--- src/rtl/tte_pkg.sv ---
// Shared types and constants for the tap tempo estimator.
// No dependencies; used by tte_div and tap_tempo_estimator_core.
package tte_pkg;

  localparam int unsigned HISTORY_DEF = 8;

  localparam int unsigned TS_W      = 48;
  localparam int unsigned TIMEOUT_W = 26;
  localparam int unsigned BPM_W     = 17;
  localparam int unsigned NUSED_W   = 3;
  localparam int unsigned CFG_IDX_W = 2;
  localparam int unsigned CFG_DAT_W = 26;

  // Divider operands: 2*6e9*n + span and 2*span, both below 2^49.
  localparam int unsigned NUM_W = 49;
  localparam int unsigned DEN_W = 49;

  // Twice 6e9: minutes-to-microseconds times 100, doubled for round-half-up.
  localparam logic [NUM_W-1:0] BPM_NUMER2 = NUM_W'(64'd12000000000);

  localparam logic [TIMEOUT_W-1:0] TIMEOUT_RST = TIMEOUT_W'(2000000);
  localparam logic [BPM_W-1:0]     MIN_BPM_RST = BPM_W'(2000);
  localparam logic [BPM_W-1:0]     MAX_BPM_RST = BPM_W'(99900);

  typedef enum logic [CFG_IDX_W-1:0] {
    CFG_TIMEOUT = 2'd0,
    CFG_MIN_BPM = 2'd1,
    CFG_MAX_BPM = 2'd2
  } cfg_idx_e;

  typedef enum logic [2:0] {
    ST_IDLE,
    ST_RD_LAST,
    ST_WRITE,
    ST_RD_OLD,
    ST_DIV,
    ST_FIN
  } tte_state_e;

  // Handshake between the sequencer and the divider.
  typedef struct packed {
    logic busy;
    logic done;
  } div_status_t;

endpackage

--- src/rtl/tte_ram.sv ---
// Generic single-write, single-read RAM with registered read data.
// No dependencies.
module tte_ram #(
  parameter int unsigned WIDTH = 48,
  parameter int unsigned DEPTH = 8
) (
  input  logic                     clk_i,
  input  logic                     we_i,
  input  logic [$clog2(DEPTH)-1:0] waddr_i,
  input  logic [WIDTH-1:0]         wdata_i,
  input  logic [$clog2(DEPTH)-1:0] raddr_i,
  output logic [WIDTH-1:0]         rdata_o
);

  logic [WIDTH-1:0] mem_q [DEPTH];

  always_ff @(posedge clk_i) begin
    if (we_i) begin
      mem_q[waddr_i] <= wdata_i;
    end
    rdata_o <= mem_q[raddr_i];
  end

endmodule

--- src/rtl/tte_div.sv ---
// Restoring divider, one quotient bit per cycle.
// Depends on tte_pkg for the status struct.
module tte_div #(
  parameter int unsigned NUM_W = 49,
  parameter int unsigned DEN_W = 49
) (
  input  logic                clk_i,
  input  logic                rst_ni,
  input  logic                start_i,
  input  logic [NUM_W-1:0]    num_i,
  input  logic [DEN_W-1:0]    den_i,
  output tte_pkg::div_status_t status_o,
  output logic [NUM_W-1:0]    quo_o
);

  localparam int unsigned CNT_W = $clog2(NUM_W + 1);

  logic             busy_q, busy_d;
  logic             done_q, done_d;
  logic [CNT_W-1:0] cnt_q, cnt_d;
  logic [NUM_W-1:0] qn_q, qn_d;   // numerator shifts out, quotient shifts in
  logic [DEN_W-1:0] rem_q, rem_d;
  logic [DEN_W-1:0] den_q, den_d;
  logic [DEN_W:0]   trial;
  logic             fits;

  assign trial = {rem_q, qn_q[NUM_W-1]};
  assign fits  = trial >= {1'b0, den_q};

  always_comb begin
    busy_d = busy_q;
    done_d = 1'b0;
    cnt_d  = cnt_q;
    qn_d   = qn_q;
    rem_d  = rem_q;
    den_d  = den_q;
    if (start_i) begin
      busy_d = 1'b1;
      cnt_d  = CNT_W'(NUM_W);
      qn_d   = num_i;
      rem_d  = '0;
      den_d  = den_i;
    end else if (busy_q) begin
      qn_d  = {qn_q[NUM_W-2:0], fits};
      rem_d = fits ? DEN_W'(trial - {1'b0, den_q}) : trial[DEN_W-1:0];
      cnt_d = cnt_q - CNT_W'(1);
      if (cnt_q == CNT_W'(1)) begin
        busy_d = 1'b0;
        done_d = 1'b1;
      end
    end
  end

  always_ff @(posedge clk_i or negedge rst_ni) begin
    if (!rst_ni) begin
      busy_q <= 1'b0;
      done_q <= 1'b0;
      cnt_q  <= '0;
    end else begin
      busy_q <= busy_d;
      done_q <= done_d;
      cnt_q  <= cnt_d;
    end
  end

  always_ff @(posedge clk_i) begin
    qn_q  <= qn_d;
    rem_q <= rem_d;
    den_q <= den_d;
  end

  assign status_o.busy = busy_q;
  assign status_o.done = done_q;
  assign quo_o         = qn_q;

endmodule

--- src/rtl/tap_tempo_estimator_core.sv ---
// Tap tempo estimator top level: sequencer, tap ring and clamp logic.
// Depends on tte_pkg, tte_ram and tte_div.
//
// For a tap that yields an estimate, the sequencer reads the previous tap,
// stores the new one and reads the oldest windowed tap. In the divide state the
// bit-serial divider forms round-half-up of 6e9*n/span and then flags
// completion. A last state clamps and loads the result register. A zero span
// skips the divider and goes on to clamp and load the result. A tap that gives
// no result goes back to idle from the store state.
// tap_ready_o is low while a tap is in work. A finished result may wait in its
// register while the next tap is taken; the clamp step holds until that
// register is free. The first tap after a restart (gap above timeout_us) gives
// no result. Tap times live in a RAM of HISTORY entries, which needs no
// clearing after reset.
module tap_tempo_estimator_core #(
  parameter int unsigned HISTORY = tte_pkg::HISTORY_DEF
) (
  input  logic                           clk_i,
  input  logic                           rst_ni,
  // configuration
  input  logic                           cfg_we_i,
  input  logic [tte_pkg::CFG_IDX_W-1:0]  cfg_index_i,
  input  logic [tte_pkg::CFG_DAT_W-1:0]  cfg_wdata_i,
  // taps
  input  logic                           tap_valid_i,
  output logic                           tap_ready_o,
  input  logic [tte_pkg::TS_W-1:0]       tap_time_us_i,
  // results
  output logic                           res_valid_o,
  input  logic                           res_ready_i,
  output logic [tte_pkg::BPM_W-1:0]      bpm_x100_o,
  output logic [tte_pkg::NUSED_W-1:0]    intervals_used_o,
  output logic                           was_clamped_o
);

  localparam int unsigned SLOT_W = $clog2(HISTORY);
  localparam int unsigned HELD_W = $clog2(HISTORY + 1);
  localparam int unsigned TS_W   = tte_pkg::TS_W;
  localparam int unsigned NUM_W  = tte_pkg::NUM_W;
  localparam int unsigned DEN_W  = tte_pkg::DEN_W;
  localparam int unsigned BPM_W  = tte_pkg::BPM_W;

  // (from - back) modulo HISTORY, both below HISTORY
  function automatic logic [SLOT_W-1:0] slot_back(input logic [SLOT_W-1:0] from,
                                                  input logic [SLOT_W-1:0] back);
    logic [SLOT_W:0] sum;
    sum = {1'b0, from} + (SLOT_W + 1)'(HISTORY) - {1'b0, back};
    if (from >= back) begin
      return SLOT_W'(from - back);
    end
    return sum[SLOT_W-1:0];
  endfunction

  tte_pkg::tte_state_e state_q, state_d;

  logic [tte_pkg::TIMEOUT_W-1:0] timeout_q, timeout_d;
  logic [BPM_W-1:0]              min_q, min_d;
  logic [BPM_W-1:0]              max_q, max_d;

  logic [SLOT_W-1:0] slot_q, slot_d;
  logic [HELD_W-1:0] held_q, held_d;
  logic [HELD_W-1:0] held_inc;
  logic [TS_W-1:0]   now_q, now_d;
  logic [SLOT_W-1:0] n_q, n_d;
  logic [NUM_W-1:0]  prod_q, prod_d;
  logic              zero_q, zero_d;

  logic              res_valid_q, res_valid_d;
  logic [BPM_W-1:0]  bpm_q, bpm_d;
  logic [SLOT_W-1:0] used_q, used_d;
  logic              clamp_q, clamp_d;

  logic              ram_we;
  logic [SLOT_W-1:0] ram_raddr;
  logic [TS_W-1:0]   ram_rdata;
  logic [TS_W-1:0]   diff;

  logic                 div_start;
  logic [NUM_W-1:0]     div_num;
  logic [DEN_W-1:0]     div_den;
  logic [NUM_W-1:0]     div_quo;
  tte_pkg::div_status_t div_st;

  assign diff     = now_q - ram_rdata;   // modulo 2^48
  assign held_inc = (held_q == HELD_W'(HISTORY)) ? held_q : held_q + HELD_W'(1);
  assign div_num  = prod_q + NUM_W'(diff);
  assign div_den  = {diff, 1'b0};

  always_comb begin
    state_d     = state_q;
    timeout_d   = timeout_q;
    min_d       = min_q;
    max_d       = max_q;
    slot_d      = slot_q;
    held_d      = held_q;
    now_d       = now_q;
    n_d         = n_q;
    prod_d      = prod_q;
    zero_d      = zero_q;
    res_valid_d = res_valid_q;
    bpm_d       = bpm_q;
    used_d      = used_q;
    clamp_d     = clamp_q;
    ram_we      = 1'b0;
    ram_raddr   = slot_back(slot_q, SLOT_W'(1));
    div_start   = 1'b0;
    tap_ready_o = 1'b0;

    if (cfg_we_i) begin
      case (cfg_index_i)
        tte_pkg::CFG_TIMEOUT: timeout_d = cfg_wdata_i;
        tte_pkg::CFG_MIN_BPM: min_d     = cfg_wdata_i[BPM_W-1:0];
        tte_pkg::CFG_MAX_BPM: max_d     = cfg_wdata_i[BPM_W-1:0];
        default: ;
      endcase
    end

    if (res_valid_q && res_ready_i) begin
      res_valid_d = 1'b0;
    end

    case (state_q)
      tte_pkg::ST_IDLE: begin
        tap_ready_o = 1'b1;
        if (tap_valid_i) begin
          now_d   = tap_time_us_i;
          state_d = (held_q != '0) ? tte_pkg::ST_RD_LAST : tte_pkg::ST_WRITE;
        end
      end
      tte_pkg::ST_RD_LAST: begin
        if (diff > TS_W'(timeout_q)) begin
          held_d = '0;
        end
        state_d = tte_pkg::ST_WRITE;
      end
      tte_pkg::ST_WRITE: begin
        ram_we    = 1'b1;
        slot_d    = (slot_q == SLOT_W'(HISTORY - 1)) ? '0 : slot_q + SLOT_W'(1);
        held_d    = held_inc;
        n_d       = SLOT_W'(held_inc - HELD_W'(1));
        prod_d    = tte_pkg::BPM_NUMER2 * NUM_W'(n_d);
        ram_raddr = slot_back(slot_q, n_d);
        state_d   = (held_inc < HELD_W'(2)) ? tte_pkg::ST_IDLE : tte_pkg::ST_RD_OLD;
      end
      tte_pkg::ST_RD_OLD: begin
        zero_d = (diff == '0);
        if (diff == '0) begin
          state_d = tte_pkg::ST_FIN;
        end else begin
          div_start = 1'b1;
          state_d   = tte_pkg::ST_DIV;
        end
      end
      tte_pkg::ST_DIV: begin
        if (div_st.done) begin
          state_d = tte_pkg::ST_FIN;
        end
      end
      tte_pkg::ST_FIN: begin
        if (!res_valid_q || res_ready_i) begin
          res_valid_d = 1'b1;
          used_d      = n_q;
          if (zero_q || div_quo > NUM_W'(max_q)) begin
            bpm_d   = max_q;
            clamp_d = 1'b1;
          end else if (div_quo < NUM_W'(min_q)) begin
            bpm_d   = min_q;
            clamp_d = 1'b1;
          end else begin
            bpm_d   = div_quo[BPM_W-1:0];
            clamp_d = 1'b0;
          end
          state_d = tte_pkg::ST_IDLE;
        end
      end
      default: state_d = tte_pkg::ST_IDLE;
    endcase
  end

  always_ff @(posedge clk_i or negedge rst_ni) begin
    if (!rst_ni) begin
      state_q     <= tte_pkg::ST_IDLE;
      timeout_q   <= tte_pkg::TIMEOUT_RST;
      min_q       <= tte_pkg::MIN_BPM_RST;
      max_q       <= tte_pkg::MAX_BPM_RST;
      slot_q      <= '0;
      held_q      <= '0;
      res_valid_q <= 1'b0;
    end else begin
      state_q     <= state_d;
      timeout_q   <= timeout_d;
      min_q       <= min_d;
      max_q       <= max_d;
      slot_q      <= slot_d;
      held_q      <= held_d;
      res_valid_q <= res_valid_d;
    end
  end

  always_ff @(posedge clk_i) begin
    now_q   <= now_d;
    n_q     <= n_d;
    prod_q  <= prod_d;
    zero_q  <= zero_d;
    bpm_q   <= bpm_d;
    used_q  <= used_d;
    clamp_q <= clamp_d;
  end

  tte_ram #(
    .WIDTH (TS_W),
    .DEPTH (HISTORY)
  ) u_ring (
    .clk_i   (clk_i),
    .we_i    (ram_we),
    .waddr_i (slot_q),
    .wdata_i (now_q),
    .raddr_i (ram_raddr),
    .rdata_o (ram_rdata)
  );

  tte_div #(
    .NUM_W (NUM_W),
    .DEN_W (DEN_W)
  ) u_div (
    .clk_i    (clk_i),
    .rst_ni   (rst_ni),
    .start_i  (div_start),
    .num_i    (div_num),
    .den_i    (div_den),
    .status_o (div_st),
    .quo_o    (div_quo)
  );

  assign res_valid_o      = res_valid_q;
  assign bpm_x100_o       = bpm_q;
  assign intervals_used_o = tte_pkg::NUSED_W'(used_q);
  assign was_clamped_o    = clamp_q;

  a_held_bound: assert property (@(posedge clk_i) disable iff (!rst_ni)
    held_q <= HELD_W'(HISTORY))
    else $error("tap count above history depth");

  a_slot_bound: assert property (@(posedge clk_i) disable iff (!rst_ni)
    slot_q <= SLOT_W'(HISTORY - 1))
    else $error("write slot out of range");

  a_div_in_state: assert property (@(posedge clk_i) disable iff (!rst_ni)
    div_st.busy |-> state_q == tte_pkg::ST_DIV)
    else $error("divider running outside divide state");

  a_result_needs_taps: assert property (@(posedge clk_i) disable iff (!rst_ni)
    $rose(res_valid_q) |-> held_q >= HELD_W'(2))
    else $error("result issued with fewer than two taps");

  a_write_after_accept: assert property (@(posedge clk_i) disable iff (!rst_ni)
    (tap_valid_i && tap_ready_o && held_q == '0) |=> state_q == tte_pkg::ST_WRITE)
    else $error("first tap did not go straight to store");

endmodule
--- config.mk ---
export PLATFORM = sky130hd
export DESIGN_NAME = tap_tempo_estimator_core
export DESIGN_NICKNAME = d
export VERILOG_FILES = /design/src/rtl/tte_pkg.sv /design/src/rtl/tte_ram.sv /design/src/rtl/tte_div.sv /design/src/rtl/tap_tempo_estimator_core.sv
export SDC_FILE = /design/constraint.sdc
export NUM_CORES = 1
export LEC_CHECK = 0
export CORE_ASPECT_RATIO = 0.75
export CORE_MARGIN = 3
export CORE_UTILIZATION = 64
export CTS_CLUSTER_SIZE = 14
export DETAILED_ROUTE_END_ITERATION = 12
export DONT_BUFFER_PORTS = 1
export PLACE_DENSITY = 0.8
export SETUP_SLACK_MARGIN = 0.3
export SYNTH_ARGS = -nofsm -noshare
export SYNTH_HDL_FRONTEND = slang
export SYNTH_SLANG_ARGS = --single-unit
--- constraint.sdc ---
create_clock -name clk_i -period 6.93 [get_ports clk_i]
set_input_delay 0.3465 -clock clk_i [delete_from_list [all_inputs] [get_ports clk_i]]
set_output_delay 0.3465 -clock clk_i [all_outputs]
set_load 0.005 [all_outputs]
==> results of run 1 <==
[routing by layer]
| layer | routed length (µm) | up-vias | part of all wire, % | GRT usage [%] |
|---|---|---|---|---|
| li1 | - | 11200 | - | - |
| met1 | 39200 | 12300 | 43 | 43.0 |
| met2 | 43000 | 1156 | 47 | 47.6 |
| met3 | 7330 | 191 | 8.0 | 5.02 |
| met4 | 2330 | 0 | 2.5 | 8.46 |
| met5 | 0 | - | 0 | 0 |
[worst paths after layout]
| kind | slack, ns | end | from |
|---|---|---|---|
| worst min register to register | 0.51 | u_div.rem_q[10] | u_div.rem_q[10] |
| max in group asynchronous | 6.28 | max_q[2] | rst_ni |
| worst min-delay path | 0.12 | state_q[1] | tap_valid_i |
| worst max register to register | 0.78 | u_div.quo_o[46] | now_q[3] |
| min in group asynchronous | 0.30 | max_q[8] | rst_ni |
| worst max-delay path | 0.78 | u_div.quo_o[46] | now_q[3] |
[final cells by class]
class                   instances  share of cell area (%)
repair buffers                116                    2.67
multi-input cells            1849                    36.5
clock buffers                 105                    4.87
well taps                     780                    2.33
clock inverters                27                   0.975
diodes                          2                  0.0120
flip-flops and latches        751                    50.7
inverters                     218                    1.96
[layout by cell type (no fill, tap or decap), drive strengths merged, types with 60 or more instances in the layout]
cell type	synthesis	routed
a21o	89	89
a21oi	160	160
clkbuf	94	105
dfxtp	97	97
dlygate4sd3	0	76
edfxtp	575	575
ha	194	194
inv	217	220
mux2	128	128
mux2i	60	60
mux4	96	96
nand2	182	182
nor2	153	153
o21ai	133	133
xnor2	79	79
[cell families (layout without fill, tap and decap cells)]
kind of cell / Yosys count / in the layout / synth area share [%]
AOI/OAI and AO/OA: 602 / 602 / 10.5
xor gates and xnor gates: 127 / 127 / 2.97
adders and majority gates: 199 / 199 / 6.70
buffers and inverters: 333 / 466 / 3.48
DFF: 751 / 751 / 56.3
muxes: 284 / 284 / 11.6
other: 0 / 2 / 0
and+or+nand+nor: 637 / 637 / 8.48
[tightest hold or removal path: stages]
cell and delay (ns):
nor3_1 0.02, nor2_1 0.13, a31oi_1 0.06, a21oi_1 0.13
[through the flow]
step,std cells,area (µm²)
2_1_floorplan,2933,37700
3_3_place_gp,3637,38600
3_5_place_dp,3637,38600
4_1_cts,3846,41800
5_1_grt,3846,41800
6_report,3848,41900
[sequential cells by signal, summed over array words and instances, names as in the netlist, 21 cells and up]
register,cells
u_div.rem_q,49
u_div.quo_o,49
now_q,48
u_div.den_q,48
prod_q,21
u_ring.rdata_o,48
timeout_q,26
u_ring.mem_q,384
[timing repair]
action,in CTS,in global routing
endpoints found under the setup margin,0,0
hold buffers,77,0
hold endpoints to repair,188,0
==> flow_summary_export.csv, run 1 <==
group,metric,value,unit
setup_path,start_kind,"flip-flop",
timing,finalHoldViolCount,0,
setup_path,crit_arrival,6.50,ns
setup_path,cp_num_buf_inv,0,
final_layout,drive_above_1_share,14.6,%
setup_path,cp_slowest_stage_delay,0.58,ns
setup_path,critPathCaptureType,"flip-flop",
hold_path,hold_class,"input pin to flip-flop",
clock_tree,postCtsSetupRepairBufs,0,
global_routing,grt_pass1_wl,144000,µm
timing,setup_ws,0.779,ns
timing,clock.fmax,163,MHz
timing,setup_viol,0,
routing,firstDrtPassIters,5,
clock_tree,worstSkewPairLatency,0.64,ns
synthesis,synthCells,2933,
die,die_h,216,µm
synthesis,synth_most_common_cell,"edfxtp_1",
timing,rsz0062_at_grt,"false",
setup_path,cp_top_family,"compound AO/OA/AOI/OAI gates",
setup_path,critPathSlowestCell,"a311oi_1",
place,place_ws,0.946,ns
routing,num_vias,24900,
clock_tree,clock_sinks,751,
clock_tree,path_clk_slew,0.06,ns
synthesis,synth_area,37700,µm²
setup_path,cp.depth,18,
timing,max_slew.worst_pin.slew,1.19,ns
hold_path,holdPathStages,4,
synthesis,async_flop_share,10.5,%
clock_tree,cts_buffer_depth,3,
timing,slew_headroom,20.2,%
clock_tree,clock_tree.root_cell,"clkbuf_16",
global_routing,grt_use_total,29.9,%
synthesis,synth.top_cell.area_share,45.8,%
routing,drt-total-wl,91900,µm
routing,viasPerCell,6.46,
die,start_util,65.2,%
die,fp.dieW,286,µm
die,fp-row-count,76,
timing,period_share,88.8,%
clock_tree,tritoncts,"built",
setup_path,path_class,"flip-flop to flip-flop",
die,core_area,57800,µm²
final_layout,utilization,72.4,%
final_layout,final_nets,3288,
synthesis,syn_nets,3213,
global_routing,grt_overflow,0,
job,maxCapViolCount,0,
synthesis,synth_commonest_cells,"575 x edfxtp_1, 216 x inv_1, 194 x ha_1",
synthesis,synth_top_cell_by_area,"edfxtp_1",
synthesis,ys_seq_area_share,56.3,%
routing,avgRoutedWirePerCell,23.9,µm
final_layout,num-fill-cells,3739,
timing,post-route-min-period,6.15,ns
setup_path,cp_cell_sequence,"ha_1 -> a21o_1 -> a21oi_1 -> a21oi_1 -> or2_2 -> a311oi_1 -> ha_1 -> nand3_1 -> o211ai_1 -> or2_2 -> a31oi_1 -> nor2_1 -> nand4_1 -> a211o_1 -> o31ai_1 -> nor4b_1 -> xnor2_1 -> mux2_4",
global_routing,grt_max_degree,155,
clock_tree,cts_resized,0,
timing,slew_violations,0,
final_layout,multi_input_area,15300,µm²
die,die_area,61900,µm²
setup_path,reg2reg_depth,18,
setup_path,cp_max_fo,9,
clock_tree,numCtsBuffers,72,
synthesis,synth_enable_flop_cells,575,
place,finalWeightedCongestion,0.908,
timing,whs,0.119,ns
place,dp_hpwl,59600,µm
timing,fin_tns_setup,0,ns
global_routing,antenna_found_initial,2,
synthesis,synth.area.top_cells,"edfxtp_1 46%, ha_1 6.4%, mux4_2 5.7%, dfxtp_1 5.2%, dfrtp_1 3.8%",
synthesis,ys_warn_count,0,
die,ios,104,
routing,drt_iter0_markers,2945,
place,portBuffers,0,
synthesis,synth_ff_type,"edfxtp_1",
setup_path,cp.required,7.28,ns
final_layout,ff_latch_area,21200,µm²
timing,finClkSkew,0.0506,ns
global_routing,grt_pass1_vias,24800,
routing,ant_nets,0,
synthesis,syn_area_per_cell,12.9,µm²
routing,drc,0,
clock_tree,htreeDepth,3,
synthesis,ys_types,91,
synthesis,ys_seq_elements,751,
run_status,status,"finished clean",
final_layout,syn_to_final_growth,11.0,%
Power of run 1 is not shown: default switching activity piles up to over one toggle a cycle in this logic, so the estimate is an artifact.
==> run 2, diff against run 1 <==
--- a/config.mk
+++ b/config.mk
@@ -11,6 +11,7 @@
 export CTS_CLUSTER_SIZE = 14
 export DETAILED_ROUTE_END_ITERATION = 12
 export DONT_BUFFER_PORTS = 1
+export GPL_TIMING_DRIVEN = 0
 export PLACE_DENSITY = 0.8
 export SETUP_SLACK_MARGIN = 0.3
 export SYNTH_ARGS = -nofsm -noshare
==> run 2 against run 1 <==
Against the previous run: routed wire length increased by 13%; via count grew 4.6%; final area increased by 1.5%; highest routed layer unchanged; count of clock-buffer cells in the layout fell by 1; global-route usage rose by 3.9 points; largest cell class unchanged; hold slack got worse by 0.016 ns; register-to-register slack lost 0.34 ns; setup slack lost 0.34 ns; critical path depth is 2 higher; non-clock buffer count rose by 113; sequential share of layout area fell by 0.74 points.
==> flow_summary_export.csv, run 2 (same netlist as run 1, synthesis figures left out) <==
group,metric,value,unit
run_status,status,"finished clean",
timing,period_share,93.7,%
final_layout,num-fill-cells,3694,
global_routing,grt_pass1_wl,158000,µm
job,maxCapViolCount,0,
timing,max_slew.worst_pin.slew,1.33,ns
routing,drt_iter0_markers,3142,
setup_path,critPathSlowestCell,"xor2_1",
global_routing,grt_use_total,33.8,%
setup_path,critPathCaptureType,"flip-flop",
routing,viasPerCell,6.57,
global_routing,grt_max_degree,80,
clock_tree,path_clk_slew,0.07,ns
timing,clock.fmax,154,MHz
routing,ant_nets,0,
final_layout,final_nets,3401,
die,fp-row-count,76,
hold_path,hold_class,"input pin to flip-flop",
timing,rsz0062_at_grt,"false",
timing,fin_tns_setup,0,ns
die,die_area,61900,µm²
setup_path,crit_arrival,6.86,ns
clock_tree,htreeDepth,3,
die,fp.dieW,286,µm
routing,num_vias,26000,
die,die_h,216,µm
final_layout,final_cell_mix,"575 x edfxtp_1, 216 x inv_1, 194 x ha_1",
clock_tree,worstSkewPairLatency,0.65,ns
final_layout,drive_above_1_share,14.7,%
global_routing,grt_overflow,0,
final_layout,mostFrequentLayoutCell,"edfxtp_1",
routing,firstDrtPassIters,7,
clock_tree,postCtsSetupRepairBufs,0,
die,ios,104,
place,portBuffers,0,
setup_path,path_class,"flip-flop to flip-flop",
routing,drc,0,
timing,finClkSkew,0.0550,ns
clock_tree,cts_buffer_depth,3,
die,start_util,65.2,%
place,finalWeightedCongestion,0.941,
place,place_ws,0.553,ns
clock_tree,tritoncts,"built",
timing,post-route-min-period,6.49,ns
setup_path,cp_cell_sequence,"inv_1 -> ha_1 -> fa_1 -> nor2b_1 -> o211ai_1 -> a31o_4 -> a211oi_4 -> xor2_1 -> ha_1 -> nand3_1 -> o211ai_1 -> or2_2 -> a31oi_1 -> nor2_1 -> nand4_1 -> a211o_1 -> o31ai_1 -> nor4b_1 -> xnor2_1 -> mux2_4",
final_layout,largest_register_ffs,384,
timing,finalHoldViolCount,0,
setup_path,cp_max_fo,9,
routing,drt-total-wl,104000,µm
final_layout,num_antenna_cells,0,
timing,whs,0.103,ns
clock_tree,numCtsBuffers,72,
timing,slew_headroom,10.7,%
clock_tree,clock_tree.root_cell,"clkbuf_16",
die,core_area,57800,µm²
setup_path,cp.required,7.30,ns
final_layout,top_register,"u_ring.mem_q",
routing,avgRoutedWirePerCell,26.2,µm
timing,slew_violations,0,
clock_tree,clock_sinks,751,
final_layout,syn_to_final_growth,12.6,%
final_layout,utilization,73.5,%
setup_path,cp_slowest_stage_delay,0.81,ns
place,dp_hpwl,69400,µm
global_routing,grt_pass1_vias,26100,
timing,setup_ws,0.439,ns
global_routing,antenna_found_initial,1,
timing,setup_viol,0,
setup_path,start_kind,"flip-flop",
## run 2: cell count changes in the layout (fill, tap and decap cells not counted), sizes merged
cell    change
diode       -2
buf        +18
clkbuf     +94
clkinv      +1
bufinv      -1
## run 2: routing by layer
metal	GRT usage, %	vias up	share of wire [%]
met5	0	-	0
met4	12.5	0	4.0
met3	5.31	303	8.4
met2	54.3	1405	47
met1	47.3	12900	41
li1	-	11400	-
## run 2: path summary, 6_finish.rpt
check / depth (start not counted) / startpoint / slack [ns] / end
max: 20 / now_q[0] / 0.44 / u_div.quo_o[46]
min: 2 / cfg_index_i[0] / 0.10 / timeout_q[0]
max reg2reg: 20 / now_q[0] / 0.44 / u_div.quo_o[46]
min reg2reg: 2 / u_div.rem_q[26] / 0.50 / u_div.rem_q[26]
max in group asynchronous: 2 / rst_ni / 6.25 / max_q[3]
min in group asynchronous: 2 / rst_ni / 0.26 / max_q[12]
## run 2: area by class of cell
class                      instances  area, µm²  share of cell area, %
sequential                       751      21200                   49.9
multi-input combinational       1849      15300                   36.0
clock buffer                     104       2030                   4.79
timing repair buffer             114       1250                   2.95
tap                              780        976                   2.30
inverter                         218        818                   1.93
buffer                           115        497                   1.17
clock inverter                    27        395                  0.931
## run 2: per-stage QoR
step                      cell area, µm²  cells
after floorplan                    37700   2933
after detailed placement           39200   3750
final                              42500   3958
after global routing               42500   3958
after global placement             38700   3713
after CTS                          42400   3958
## run 2: critical path: cells and delay by family (launching register included)
kind	cells	cell delay, ns
compound gates	7	2.17
simple gates	6	1.14
fa+ha+maj	3	0.99
xor+xnor	2	0.95
flops	1	0.56
mux	1	0.27
buf+inv	1	0.12
## run 2: what timing repair did
item / CTS / global route
resized for setup: 0 / 10
hold endpoints to repair: 188 / 0
setup endpoints to repair: 0 / 13
hold buffers: 77 / 0
Power of run 2 is left out for the same reason.
